==> src/ufh_pkg.sv <==
// Shared types and constants for the UTF-8 full-width to half-width converter.
`default_nettype none

package ufh_pkg;

  // Output queue geometry
  localparam int QDepth = 4;
  localparam int QAw    = $clog2(QDepth);
  localparam int QCntW  = $clog2(QDepth + 1);

  // Most bytes one input byte can release
  localparam int MaxOut = 3;
  localparam int OutCntW = $clog2(MaxOut + 1);

  // Lead byte detection
  localparam logic [7:0] LeadMask  = 8'hF0;
  localparam logic [7:0] LeadValue = 8'hE0;
  localparam logic [7:0] TailMask  = 8'h3F;

  // Code points
  localparam logic [15:0] CodeSpace  = 16'h3000;
  localparam logic [15:0] CodeFwLow  = 16'hFF01;
  localparam logic [15:0] CodeFwHigh = 16'hFF5E;
  localparam logic [15:0] FwOffset   = 16'hFEE0;

  // Half-width bytes
  localparam logic [7:0] ByteSpace    = 8'h20;
  localparam logic [7:0] ByteComma    = 8'h2C;
  localparam logic [7:0] ByteQuestion = 8'h3F;
  localparam logic [7:0] ByteExclaim  = 8'h21;

  // Group tracking state
  typedef enum logic [2:0] {
    PhIdle   = 3'b001,
    PhLead   = 3'b010,
    PhSecond = 3'b100
  } phase_e;

  // Bytes released by one input byte, pushed into the output queue at once
  typedef struct packed {
    logic                         valid;
    logic [OutCntW-1:0]           cnt;
    logic [MaxOut-1:0][7:0]       data;
    logic [MaxOut-1:0]            last;
  } push_t;

endpackage

`default_nettype wire

==> src/ufh_decode.sv <==
// Input register, group tracking and byte conversion.
`default_nettype none

module ufh_decode (
  input  wire logic                    clk_i,
  input  wire logic                    rst_ni,
  input  wire logic                    in_valid_i,
  output logic                         in_stall_o,
  input  wire logic [7:0]              in_byte_i,
  input  wire logic                    in_last_i,
  input  wire logic [ufh_pkg::QCntW-1:0] room_i,
  output ufh_pkg::push_t               push_o
);
  import ufh_pkg::*;

  logic         in_valid_q;
  logic [7:0]   byte_q;
  logic         last_q;
  phase_e       phase_q, phase_d;
  logic [7:0]   lead_q, lead_d;
  logic [7:0]   second_q, second_d;
  logic         advance;
  logic [15:0]  code;
  logic [15:0]  diff;
  logic [7:0]   single;
  logic         is_fw;
  logic         keep_group;
  push_t        push;

  // Decode the 16-bit code of a complete group
  assign code   = {lead_q[3:0], second_q[5:0], byte_q[5:0]};
  assign diff   = code - FwOffset;
  assign single = (code == CodeSpace) ? ByteSpace : diff[7:0];
  assign is_fw  = (code >= CodeFwLow) && (code <= CodeFwHigh);
  assign keep_group = !((code == CodeSpace) ||
                        (is_fw && !(single == ByteComma || single == ByteQuestion ||
                                    single == ByteExclaim)));

  // Work out the released bytes and the next group state
  always_comb begin
    phase_d   = phase_q;
    lead_d    = lead_q;
    second_d  = second_q;
    push      = '0;
    case (phase_q)
      PhLead: begin
        if (last_q) begin
          push.cnt     = OutCntW'(2);
          push.data[0] = lead_q;
          push.data[1] = byte_q;
          push.last[1] = 1'b1;
          phase_d      = PhIdle;
        end else begin
          second_d = byte_q;
          phase_d  = PhSecond;
        end
      end
      PhSecond: begin
        if (keep_group) begin
          push.cnt     = OutCntW'(3);
          push.data[0] = lead_q;
          push.data[1] = second_q;
          push.data[2] = byte_q;
          push.last[2] = last_q;
        end else begin
          push.cnt     = OutCntW'(1);
          push.data[0] = single;
          push.last[0] = last_q;
        end
        phase_d = PhIdle;
      end
      default: begin
        phase_d = PhIdle;
        if (((byte_q & LeadMask) == LeadValue) && !last_q) begin
          lead_d  = byte_q;
          phase_d = PhLead;
        end else begin
          push.cnt     = OutCntW'(1);
          push.data[0] = byte_q;
          push.last[0] = last_q;
        end
      end
    endcase
  end

  // Move on once the queue can take every byte of this transaction
  assign advance     = in_valid_q && (room_i >= QCntW'(push.cnt));
  assign in_stall_o  = in_valid_q && !advance;

  always_comb begin
    push_o       = push;
    push_o.valid = advance;
  end

  // Hold the input transaction until it advances
  always_ff @(posedge clk_i or negedge rst_ni) begin
    if (!rst_ni) begin
      in_valid_q <= 1'b0;
    end else if (!in_stall_o) begin
      in_valid_q <= in_valid_i;
    end
  end

  always_ff @(posedge clk_i) begin
    if (in_valid_i && !in_stall_o) begin
      byte_q <= in_byte_i;
      last_q <= in_last_i;
    end
  end

  // Advance the group state
  always_ff @(posedge clk_i or negedge rst_ni) begin
    if (!rst_ni) begin
      phase_q  <= PhIdle;
      lead_q   <= '0;
      second_q <= '0;
    end else if (advance) begin
      phase_q  <= phase_d;
      lead_q   <= lead_d;
      second_q <= second_d;
    end
  end

endmodule

`default_nettype wire

==> src/ufh_outq.sv <==
// Output byte queue: takes up to three bytes a cycle, hands out one unless the output stalls.
`default_nettype none

module ufh_outq (
  input  wire logic                      clk_i,
  input  wire logic                      rst_ni,
  input  wire ufh_pkg::push_t            push_i,
  output logic [ufh_pkg::QCntW-1:0]      room_o,
  output logic                           out_valid_o,
  input  wire logic                      out_stall_i,
  output logic [7:0]                     out_byte_o,
  output logic                           out_last_o
);
  import ufh_pkg::*;

  logic [7:0]       data_q [QDepth];
  logic             last_q [QDepth];
  logic [QAw-1:0]   wr_q, rd_q;
  logic [QCntW-1:0] count_q;
  logic             pop;
  logic [QCntW-1:0] push_cnt;

  assign pop         = (count_q != '0) && !out_stall_i;
  assign push_cnt    = push_i.valid ? QCntW'(push_i.cnt) : '0;
  assign room_o      = QCntW'(QDepth) - count_q + QCntW'(pop);
  assign out_valid_o = (count_q != '0);
  assign out_byte_o  = data_q[rd_q];
  assign out_last_o  = last_q[rd_q];

  // Write the released bytes into free slots
  always_ff @(posedge clk_i) begin
    for (int k = 0; k < MaxOut; k++) begin
      if (push_i.valid && (OutCntW'(k) < push_i.cnt)) begin
        data_q[wr_q + QAw'(k)] <= push_i.data[k];
        last_q[wr_q + QAw'(k)] <= push_i.last[k];
      end
    end
  end

  // Track pointers and fill level
  always_ff @(posedge clk_i or negedge rst_ni) begin
    if (!rst_ni) begin
      wr_q    <= '0;
      rd_q    <= '0;
      count_q <= '0;
    end else begin
      wr_q    <= wr_q + QAw'(push_cnt);
      rd_q    <= rd_q + QAw'(pop);
      count_q <= count_q + push_cnt - QCntW'(pop);
    end
  end

endmodule

`default_nettype wire

==> src/utf8_fullwidth_to_halfwidth.sv <==
// Top level of the UTF-8 full-width to half-width converter.
//
//   channel | direction | handshake              | payload
//   in      | input     | in_valid_i / in_stall_o   | in_byte_i, in_last_i
//   out     | output    | out_valid_o / out_stall_i | out_byte_o, out_last_o
//
// One input byte is taken per cycle unless the input stalls; each byte is
// registered at the input before it is queued. A complete group releases up
// to three bytes at once into a four-entry queue, which drains one byte a
// cycle unless the output stalls. The input stalls only while the queue lacks
// room for the held transaction. Reset clears the group state and the queue.
`default_nettype none

module utf8_fullwidth_to_halfwidth (
  input  wire logic       clk_i,
  input  wire logic       rst_ni,
  input  wire logic       in_valid_i,
  output logic            in_stall_o,
  input  wire logic [7:0] in_byte_i,
  input  wire logic       in_last_i,
  output logic            out_valid_o,
  input  wire logic       out_stall_i,
  output logic [7:0]      out_byte_o,
  output logic            out_last_o
);
  import ufh_pkg::*;

  push_t            push;
  logic [QCntW-1:0] room;

  ufh_decode u_decode (
    .clk_i      (clk_i),
    .rst_ni     (rst_ni),
    .in_valid_i (in_valid_i),
    .in_stall_o (in_stall_o),
    .in_byte_i  (in_byte_i),
    .in_last_i  (in_last_i),
    .room_i     (room),
    .push_o     (push)
  );

  ufh_outq u_outq (
    .clk_i       (clk_i),
    .rst_ni      (rst_ni),
    .push_i      (push),
    .room_o      (room),
    .out_valid_o (out_valid_o),
    .out_stall_i (out_stall_i),
    .out_byte_o  (out_byte_o),
    .out_last_o  (out_last_o)
  );

endmodule

`default_nettype wire

==> config.mk <==
export PLATFORM = sky130hd
export DESIGN_NAME = utf8_fullwidth_to_halfwidth
export DESIGN_NICKNAME = d
export VERILOG_FILES = /design/src/ufh_pkg.sv /design/src/ufh_decode.sv /design/src/ufh_outq.sv /design/src/utf8_fullwidth_to_halfwidth.sv
export SDC_FILE = /design/constraint.sdc
export NUM_CORES = 1
export LEC_CHECK = 0
export BUFFER_PORTS_ARGS = -buffer_cell sky130_fd_sc_hd__clkbuf_2
export CORE_ASPECT_RATIO = 1.2
export CORE_MARGIN = 4
export CORE_UTILIZATION = 50
export CTS_CLUSTER_DIAMETER = 200
export DETAILED_ROUTE_END_ITERATION = 10
export PLACE_DENSITY = 0.77
export SYNTH_ARGS = -nofsm -noshare
export SYNTH_HDL_FRONTEND = slang
export SYNTH_HIERARCHICAL = 1
export SYNTH_SLANG_ARGS = --single-unit
==> constraint.sdc <==
create_clock -name clk_i -period 4.15 [get_ports clk_i]
set_clock_uncertainty 0.2 [all_clocks]
set_input_delay 0.2075 -clock clk_i [delete_from_list [all_inputs] [get_ports clk_i]]
set_output_delay 0.2075 -clock clk_i [all_outputs]
set_load 0.01 [all_outputs]
---- After elaboration in Yosys (flattened, before gate mapping) ----
Memory sizes are Yosys's and may differ from the RTL's.
Index checks and enable logic that the tools add are counted.
storage, ports and cells
  logic and storage cells ................. 86
  register bits ........................... 36
  bits in writable memories ............... 36
  memories ................................ 2
memories
  memory         depth  width  rd ports  clocked after Yosys merged registers in  wr ports  RTL line        source
  u_outq.data_q  4      8      1         0                                        3         ufh_outq.sv:16  logic [7:0] data_q [QDepth];
  u_outq.last_q  4      1      1         0                                        3         ufh_outq.sv:17  logic last_q [QDepth];
operators by class
  bitwise logic cells ..................... 2
  add/sub/neg operators ................... 9
  reduce and logical (&&, ||, !) cells .... 22
  equal/unequal tests ..................... 7
  multiplexer cells ....................... 29
  $lt $le $gt $ge ......................... 6
operators with widths
  kind                                                                      number
  16-bit 2-to-1 mux                                                         2
  8-bit 2-to-1 mux                                                          4
  8-bit case mux with 2 select lines                                        2
  8-bit by 6-bit equality test with 1-bit output (second input constant)    3
  16-bit by 14-bit equality test with 1-bit output (second input constant)  1
  16-bit greater-or-equal comparator (second input constant)                1
  16-bit less-or-equal comparator (second input constant)                   1
  1-bit 2-to-1 mux                                                          13
  1-bit logical AND                                                         10
  2-bit 2-to-1 mux                                                          4
  8-bit subtractor (second input constant)                                  1
  3-bit case mux with 2 select lines                                        1
  3-bit AND reduction                                                       2
  1-bit zero test                                                           5
  4-bit equality test (second input constant)                               1
  1-bit by 2-bit < comparator with 1-bit output (first input constant)      2
  2-bit case mux with 2 select lines                                        1
  3-bit by 1-bit adder with 3-bit output                                    1
  3-bit adder                                                               1
  3-bit by 2-bit equality test with 1-bit output (second input constant)    1
  3-bit equality test (second input constant)                               1
  3-bit by 2-bit greater-or-equal comparator with 1-bit output              1
  1-bit logical OR                                                          3
  3-bit 2-to-1 mux                                                          1
  other kinds (11)                                                          12

---- Logic depth before layout (Yosys ltp) ----
Gate-level depths: netlist of run 1.
  word-level depth ........................ 16
  depth in mapped cells ................... 21
  depth with buffers taken out ............ 17

---- Hierarchy ----
Netlist of run 1, hierarchy kept.
modules (own cells, without submodules)
  module      cells an instance  times used  sequential area each (µm²)  area each (µm²)
  ufh_outq    182                1           1,256.2                     2,793.9
  ufh_decode  162                1           772.0                       1,672.9

---- Worst setup path after synthesis of run 1 ----
OpenSTA, ideal clock, no wires.
  kind .................................... register to register
  start ................................... register u_decode.byte_q[1]
  end ..................................... register u_outq.count_q[2]
  arrival ................................. 3,950 ps
  data required time ...................... 3,827 ps
  buffers on the path ..................... 3
  cell stages (with the launch flop) ...... 20
  setup slack ............................. -123 ps
  cells stage by stage .................... edfxtp_1 > nor4_2 > o21ai_1 > a2111o_1 > a21oi_4 > nor2_2 > ha_1 > a211oi_1 > nand2b_1 > inv_1 > buf_4 > buf_4 > and2_1 > buf_4 > inv_1 > ha_1 > inv_1 > fa_1 > xnor2_1 > xnor2_1
between the ends
  cells in the longest elaborated chain, start to end .. 15
  elaborated cells between the ends (all ways) .. 21
ends and longest elaborated chain
  what                                                                                  RTL line                                              source
  start, declared                                                                       ufh_decode.sv:17                                      logic [7:0] byte_q;
  start signal, assigned                                                                ufh_decode.sv:106                                     byte_q <= in_byte_i;
  8-bit subtractor or 16-bit by 14-bit equality test with 1-bit output (tied branches)  ufh_decode.sv:32, ufh_decode.sv:33, ufh_decode.sv:35
  8-bit 2-to-1 mux                                                                      ufh_decode.sv:33                                      assign single = (code == CodeSpace) ? ByteSpace : diff[7:0];
  8-bit by 6-bit equality test with 1-bit output                                        ufh_decode.sv:36                                      (is_fw && !(single == ByteComma || single == ByteQuestion ||
  1-bit logical OR (2 in series)                                                        ufh_decode.sv:36
  1-bit zero test                                                                       ufh_decode.sv:36
  1-bit logical AND                                                                     ufh_decode.sv:36
  1-bit logical OR *                                                                    ufh_decode.sv:35                                      assign keep_group = !((code == CodeSpace) ||
  2-bit 2-to-1 mux *                                                                    ufh_decode.sv:59                                      if (keep_group) begin
  2-bit case mux with 2 select lines *                                                  ufh_decode.sv:45                                      case (phase_q)
  3-bit by 2-bit greater-or-equal comparator with 1-bit output *                        ufh_decode.sv:87                                      assign advance = in_valid_q && (room_i >= QCntW'(push.cnt));
  1-bit logical AND *                                                                   ufh_decode.sv:87
  named net u_decode.advance                                                            ufh_decode.sv:22                                      logic advance;
  2-bit 2-to-1 mux *                                                                    ufh_outq.sv:24                                        assign push_cnt = push_i.valid ? QCntW'(push_i.cnt) : '0;
  3-bit adder *                                                                         ufh_outq.sv:49                                        count_q <= count_q + push_cnt - QCntW'(pop);
  3-bit by 1-bit subtractor with 3-bit output *                                         ufh_outq.sv:49
  end signal, assigned                                                                  ufh_outq.sv:49
  end, declared                                                                         ufh_outq.sv:19                                        logic [QCntW-1:0] count_q;
Mark *: on every way through the listed nets, which the timed path passes. The rest lies on a longest branch.
A chain may end at the register's enable or synchronous reset.

==> results.yml, run 1 <==
sta:
  setup_viol: 0
  period_needed_ns: 3.97
  relSlewSlack_pct: 52.8
  setup_ws_ns: 0.180
  rsz0062_at_grt: "no"
  tightest_slew_ns: 0.709
  hold_viol_final: 0
  fmax_ghz: 0.252
  report.final.slew_viol_count: 0
  fin_setup_tns_ns: 0
  period_share_pct: 95.7
global_route:
  grt_pass1_wl_um: 15200
  antenna_found_initial: 0
  grt_pass1_vias: 2915
  grt_max_degree: 28
  grt_use_total_pct: 18.9
  overflow: 0
logic_synthesis:
  synth_adder_area_share_pct: 3.25
  synth-main-ff-cell: "edfxtp_1"
  postSynthCellCount: 344
  yosys.area_share.simple_pct: 11.3
  async_flop_share_pct: 37.5
  synth_top_family_by_area: "multiplexers"
  synth_edf_count: 45
  synthMuxAreaShare_pct: 26.7
  yosys_warnings: 6
  netlist_area_um2: 4470
  yosysSeqAreaShare_pct: 45.4
  ys_seq_elements: 72
  synth_compound_area_share_pct: 7.45
  yosysUniqueCellTypes: 55
  syn_avg_cell_area_um2: 13.0
  synth_xor_area_share_pct: 1.57
  syn_nets: 368
run_status:
  status: "complete, no violations"
routing:
  wl_um: 9070
  firstDrtPassIters: 4
  avgRoutedWirePerCell_um: 18.1
  drc: 0
  antenna_left: 0
  viasPerCell: 5.77
  num_vias: 2896
  drt-initial-drc-count: 123
min_path:
  holdCritStartpoint: "out_stall_i"
  min_path_type: "in2reg"
power_and_ir_drop:
  power_mw: 3.08
  ir_drop_mv: 0.351
  p_leak_nw: 2.05
  powerDensity_nw_per_um2: 612
final_layout:
  layout_common_cells: "mux2_2 (72), edfxtp_1 (45), dfrtp_1 (26)"
  num_antenna_cells: 0
  drive_gt1_share_pct: 40.3
  syn2layout_area_growth_pct: 12.6
  layout_commonest_cell: "mux2_2"
  fin_nets: 404
  nFillCells: 699
clock_tree:
  clk_pin_slew_ns: 0.07
  cts_tree: "yes"
  ctsRootBufferMaster: "clkbuf_8"
  cts_made_buffers: 9
  htreeDepth: 3
  clock_path_buffers: 2
  clock-sinks: 72
  clkLatencyLatePin_ns: 0.36
critical_path:
  startpoint: "u_decode/byte_q[4]"
  cp.arrival_ns: 3.88
  r2r_start: "u_decode/byte_q[4]"
  r2r_slack_ns: 0.18
  slowest_delay_ns: 0.49
  crit_chain: "nor4_4, o21ai_1, a2111o_1, a21oi_4, nor2_2, ha_1, a211oi_2, nand2b_4, inv_1, buf_4, nand4_2, mux2_2, mux2_2"
  start_kind: "register"
  cp_slowest_cell: "edfxtp_1"
  cpMostUsedCell: "mux2_2"
  critPathKind: "reg2reg"
  crit_fanout: 9
  path_buf_inv: 2
  crit_required_ns: 4.06
  critPathTopFamily: "compound AO/OA/AOI/OAI gates"
  worst_setup_path_end_kind: "register"
die:
  rows: 37
  core_um2: 8660
  dieHeight_um: 112
  start_util_pct: 51.6
  die-area_um2: 10500
  die_width_um: 94.3
  io_pins: 24
place:
  place_congestion: 0.958
  dp_hpwl_um: 6470
  io_buffers: 23
  pre_cts_slack_ns: 0.171
run:
  max_cap_viol_count: 0
[kinds of logic after synthesis]
group	Yosys count
AO/OA/AOI/OAI	45
buffers and inverters	38
adder cells (fa/ha/maj)	11
flip-flops	72
XOR/XNOR	8
multiplexers	94
AND/OR/NAND/NOR	76
[power by group]
part | internal [mW] | leakage [nW] | total [mW] | switching (mW)
combinational | 0.605 | 1.18 | 1.15 | 0.542
clock | 0.333 | 0.106 | 0.598 | 0.265
sequential | 1.09 | 0.758 | 1.33 | 0.244
total | 2.03 | 2.05 | 3.08 | 1.05
[path summary, 6_finish.rpt]
check | end | cells after the start
max in group asynchronous | u_decode/second_q[0] | 2
hold reg to reg | u_decode/lead_q[5] | 1
hold / removal | u_outq/rd_q[0] | 4
setup reg to reg | u_outq/last_q[0] | 13
min in group asynchronous | u_outq/count_q[0] | 2
setup / recovery | u_outq/last_q[0] | 13
[per-stage QoR]
stage / hold slack (ns) / instance area [µm²] / instances / utilization (%)
2_1_floorplan: -0.288 / 4490 / 344 / -
5_1_grt: 0.156 / 5030 / 502 / 58.1
3_5_place_dp: 0.0894 / 4700 / 474 / 54.3
4_1_cts: 0.116 / 5020 / 501 / 58.0
6_report: 0.128 / 5030 / 502 / 58.1
3_3_place_gp: 0.0740 / 4700 / 474 / 54.3
[state kept, by name, indices dropped and copies added (netlist names)]
signal               count
u_decode/byte_q          8
u_decode/phase_q         3
u_decode/second_q        8
u_outq/rd_q              2
u_outq/data_q           32
u_outq/wr_q              2
u_outq/last_q            4
u_decode/last_q          1
u_outq/count_q           3
u_decode/lead_q          8
u_decode/in_valid_q      1
[per-layer routing]
metal / up-vias / routed length (µm) / track usage (%)
met1: 1428 / 3990 / 24.9
li1: 1373 / - / -
met4: 0 / 208 / 9.34
met2: 80 / 4520 / 30.4
met3: 15 / 356 / 2.50
met5: - / 0 / 0
[synthesized netlist by cell type, drive strengths merged, types with 8 or more instances]
| master | count | area share, % |
|---|---|---|
| mux2 | 84 | 22 |
| edfxtp | 45 | 30 |
| dfrtp | 26 | 15 |
| inv | 16 | 1.3 |
| and2 | 14 | 2.0 |
| buf | 13 | 2.2 |
| nand2 | 13 | 1.1 |
| a22o | 12 | 2.4 |
| o21ai | 11 | 1.2 |
| ha | 10 | 2.8 |
| nor2 | 10 | 0.90 |
| mux4 | 9 | 4.5 |
| clkbuf | 8 | 0.67 |
| nand2b | 8 | 1.1 |
[cell type report]
class | count | area (µm²) | share of cell area [%]
repair buffers | 46 | 315 | 6.27
well taps | 117 | 146 | 2.91
inverters | 17 | 65.1 | 1.29
clock inverters | 7 | 86.3 | 1.72
clock buffers | 9 | 124 | 2.46
multi-input cells | 234 | 2260 | 45.0
flip-flops and latches | 72 | 2030 | 40.3
[what timing repair did]
| item | CTS | global route |
|---|---|---|
| hold endpoints to repair | 36 | 0 |
| resized for setup | 0 | 1 |
| setup endpoints to repair | 0 | 10 |
| buffers inserted | 0 | 1 |
| hold buffers | 11 | 0 |
[tightest hold or removal path: stages]
cell and delay, ns:
clkbuf_2 0.07, nand2b_1 0.15, inv_1 0.10, ha_1 0.13
No activity file was read; power rests on OpenSTA's default activity.
==> inputs of run 2 (changes only) <==
--- a/config.mk
+++ b/config.mk
@@ -5,6 +5,7 @@
 export SDC_FILE = /design/constraint.sdc
 export NUM_CORES = 1
 export LEC_CHECK = 0
+export ABC_AREA = 1
 export BUFFER_PORTS_ARGS = -buffer_cell sky130_fd_sc_hd__clkbuf_2
 export CORE_ASPECT_RATIO = 1.2
 export CORE_MARGIN = 4
==> results.yml, run 2 <==
run_status:
  status: "complete, no violations"
routing:
  wl_um: 11500
  firstDrtPassIters: 6
  drc: 0
  drt-initial-drc-count: 318
  antenna_left: 0
  viasPerCell: 5.44
  avgRoutedWirePerCell_um: 15.2
  num_vias: 4121
critical_path:
  crit_required_ns: 3.89
  reg2reg_to: "u_outq/data_q[0][5]"
  crit_chain: "inv_2, nand3_1, o21ai_1, nand2_1, nand2_1, inv_2, nand2_4, nand3_4, nand2_4, inv_1, ha_1, o21ai_1, nand3_1, nand2_1, inv_1, nand2_2, inv_2, nand2_2, nand3_1"
  cp.arrival_ns: 3.52
  reg2reg_depth: 19
  cp_slowest_cell: "edfxtp_1"
  cp-endpoint: "u_outq/data_q[0][5]"
  worst_setup_path_end_kind: "register"
  crit_fanout: 14
  r2r_start: "u_decode/byte_q[5]"
  start_kind: "register"
  startpoint: "u_decode/byte_q[5]"
  critPathKind: "reg2reg"
  r2r_slack_ns: 0.37
  slowest_delay_ns: 0.49
sta:
  fmax_ghz: 0.265
  report.final.slew_viol_count: 0
  period_needed_ns: 3.78
  hold_viol_final: 0
  fin_setup_tns_ns: 0
  tightest_slew_ns: 0.850
  period_share_pct: 91.1
  relSlewSlack_pct: 43.2
  rsz0062_at_grt: "no"
  setup_viol: 0
  setup_ws_ns: 0.369
final_layout:
  syn2layout_area_growth_pct: 10.8
  drive_gt1_share_pct: 13.6
  largest_reg_flops: 32
  instances_no_fill: 758
  regMostFlops: "u_outq/data_q"
  nFillCells: 839
  layout_common_cells: "nand2_1 (193), nand3_1 (87), inv_1 (65)"
  fin_nets: 660
  layout_commonest_cell: "nand2_1"
  num_antenna_cells: 0
power_and_ir_drop:
  comb_power_share_pct: 42.3
  ir_drop_mv: 0.304
  p_leak_nw: 2.34
  seqPwrFrac_pct: 41.9
  powerDensity_nw_per_um2: 620
  p_sw_mw: 1.32
  swShare_pct: 42.5
  internal_power_mw: 1.79
  clock_power_share_pct: 15.8
logic_synthesis:
  synth_edf_count: 45
  synth-main-ff-cell: "edfxtp_1"
  yosys_warnings: 6
  yosysSeqAreaShare_pct: 44.7
  yosysUniqueCellTypes: 35
  async_flop_share_pct: 37.5
  synth_commonest_cells: "nand2_1 (193), nand3_1 (87), inv_1 (65), edfxtp_1 (45), nor2_1 (44)"
  synth_top_area_share_pct: 29.8
  synth_area_leaders: "edfxtp_1 (30%), nand2_1 (16%), dfrtp_1 (14%)"
  netlist_area_um2: 4530
  postSynthCellCount: 602
  synth.most_common_cell: "nand2_1"
  synth.largest_area_cell: "edfxtp_1"
  ys_seq_elements: 72
  syn_nets: 626
  syn_avg_cell_area_um2: 7.53
global_route:
  grt_use_total_pct: 22.6
  overflow: 0
  grt_pass1_vias: 3978
  grt_max_degree: 28
  grt_pass1_wl_um: 18900
  antenna_found_initial: 0
die:
  io_pins: 24
  die_width_um: 94.9
  dieHeight_um: 112
  rows: 37
  die-area_um2: 10700
  core_um2: 8700
  start_util_pct: 52.1
place:
  place_congestion: 0.906
  pre_cts_slack_ns: 0.385
  io_buffers: 23
  dp_hpwl_um: 8880
  placedCellCount: 731
run:
  max_cap_viol_count: 0
clock_tree:
  cts_resized: 0
  clock-sinks: 72
  clkLatencyLatePin_ns: 0.34
  cts_made_buffers: 9
  clk_pin_slew_ns: 0.08
  clock_path_buffers: 2
  postCtsHoldBufs: 11
  htreeDepth: 3
  cts_setup_buffers: 0
  ctsRootBufferMaster: "clkbuf_8"
  cts_tree: "yes"
min_path:
  min_path_type: "in2reg"
[run 2: cell count changes after synthesis, sizes merged, moves of 8 or more]
cell	before	now
and2	14	0
a22o	12	0
o21ai	11	34
inv	16	76
mux4	9	0
nand2	13	202
nor2	10	59
nand3	6	89
o22ai	2	18
nand2b	8	0
mux2	84	0
[run 2: metrics by stage]
stage                     power, mW  util (%)  instance area (µm²)  hold slack, ns
after global placement         2.56      54.6                 4750           0.103
after floorplan                2.24         -                 4530          -0.288
after detailed placement       2.62      54.6                 4750           0.109
after CTS                      3.12      57.7                 5020           0.118
final                          3.11      57.7                 5020           0.127
after global routing           3.37      57.7                 5020           0.191
[run 2: logic make-up (layout without fill, tap and decap cells)]
group           Yosys count  count (layout)  synth area share [%]
buf+inv                  94             133                  8.50
xor+xnor                  7               7                  1.35
flops                    72              72                  44.7
fa+ha+maj                11              11                  3.20
compound gates           57              57                  7.12
simple gates            361             361                  35.1
[run 2: how the worst min path moves through the flow]
stage                      from                  end  slack [ns]  cells after the start
floorplan                rst_ni  u_decode/in_valid_q       -0.29                      0
detailed placement       rst_ni    u_outq/count_q[0]        0.11                      1
CTS                 out_stall_i       u_outq/rd_q[0]        0.12                      5
global route        out_stall_i       u_outq/rd_q[0]        0.19                      5
finish              out_stall_i       u_outq/rd_q[0]        0.13                      5
global placement         rst_ni    u_outq/count_q[0]        0.10                      1
[run 2: final cells by class]
cell class | instances | area (µm²) | share of cell area (%)
Multi-Input combinational cell | 436 | 2120 | 42.2
Sequential cell | 72 | 2030 | 40.4
Inverter | 76 | 285 | 5.68
Timing Repair Buffer | 41 | 278 | 5.53
Clock buffer | 13 | 149 | 2.96
Tap cell | 117 | 146 | 2.91
Clock inverter | 3 | 17.5 | 0.349
[run 2: critical path, delay by kind of cell (launching register included)]
| family | cells | cell delay, ns |
|---|---|---|
| and+or+nand+nor | 11 | 1.65 |
| adders and majority gates | 1 | 0.27 |
| DFF | 1 | 0.49 |
| buffers and inverters | 5 | 0.55 |
| AOI/OAI and AO/OA | 2 | 0.24 |
[run 2: routing by layer]
| layer | GRT usage [%] | routed length [µm] | vias to the layer above |
|---|---|---|---|
| li1 | - | - | 2027 |
| met5 | 0 | 0 | - |
| met3 | 3.89 | 661 | 44 |
| met2 | 37.8 | 5590 | 209 |
| met4 | 11.4 | 527 | 0 |
| met1 | 27.7 | 4770 | 1841 |
[run 2: power by group through the flow]
stage	Combinational, mW	Sequential, mW	Clock, mW
after floorplan	1.01	1.23	0
after global placement	1.25	1.31	0
after detailed placement	1.31	1.32	0
after CTS	1.32	1.30	0.499
after global routing	1.50	1.34	0.532
final	1.32	1.30	0.491
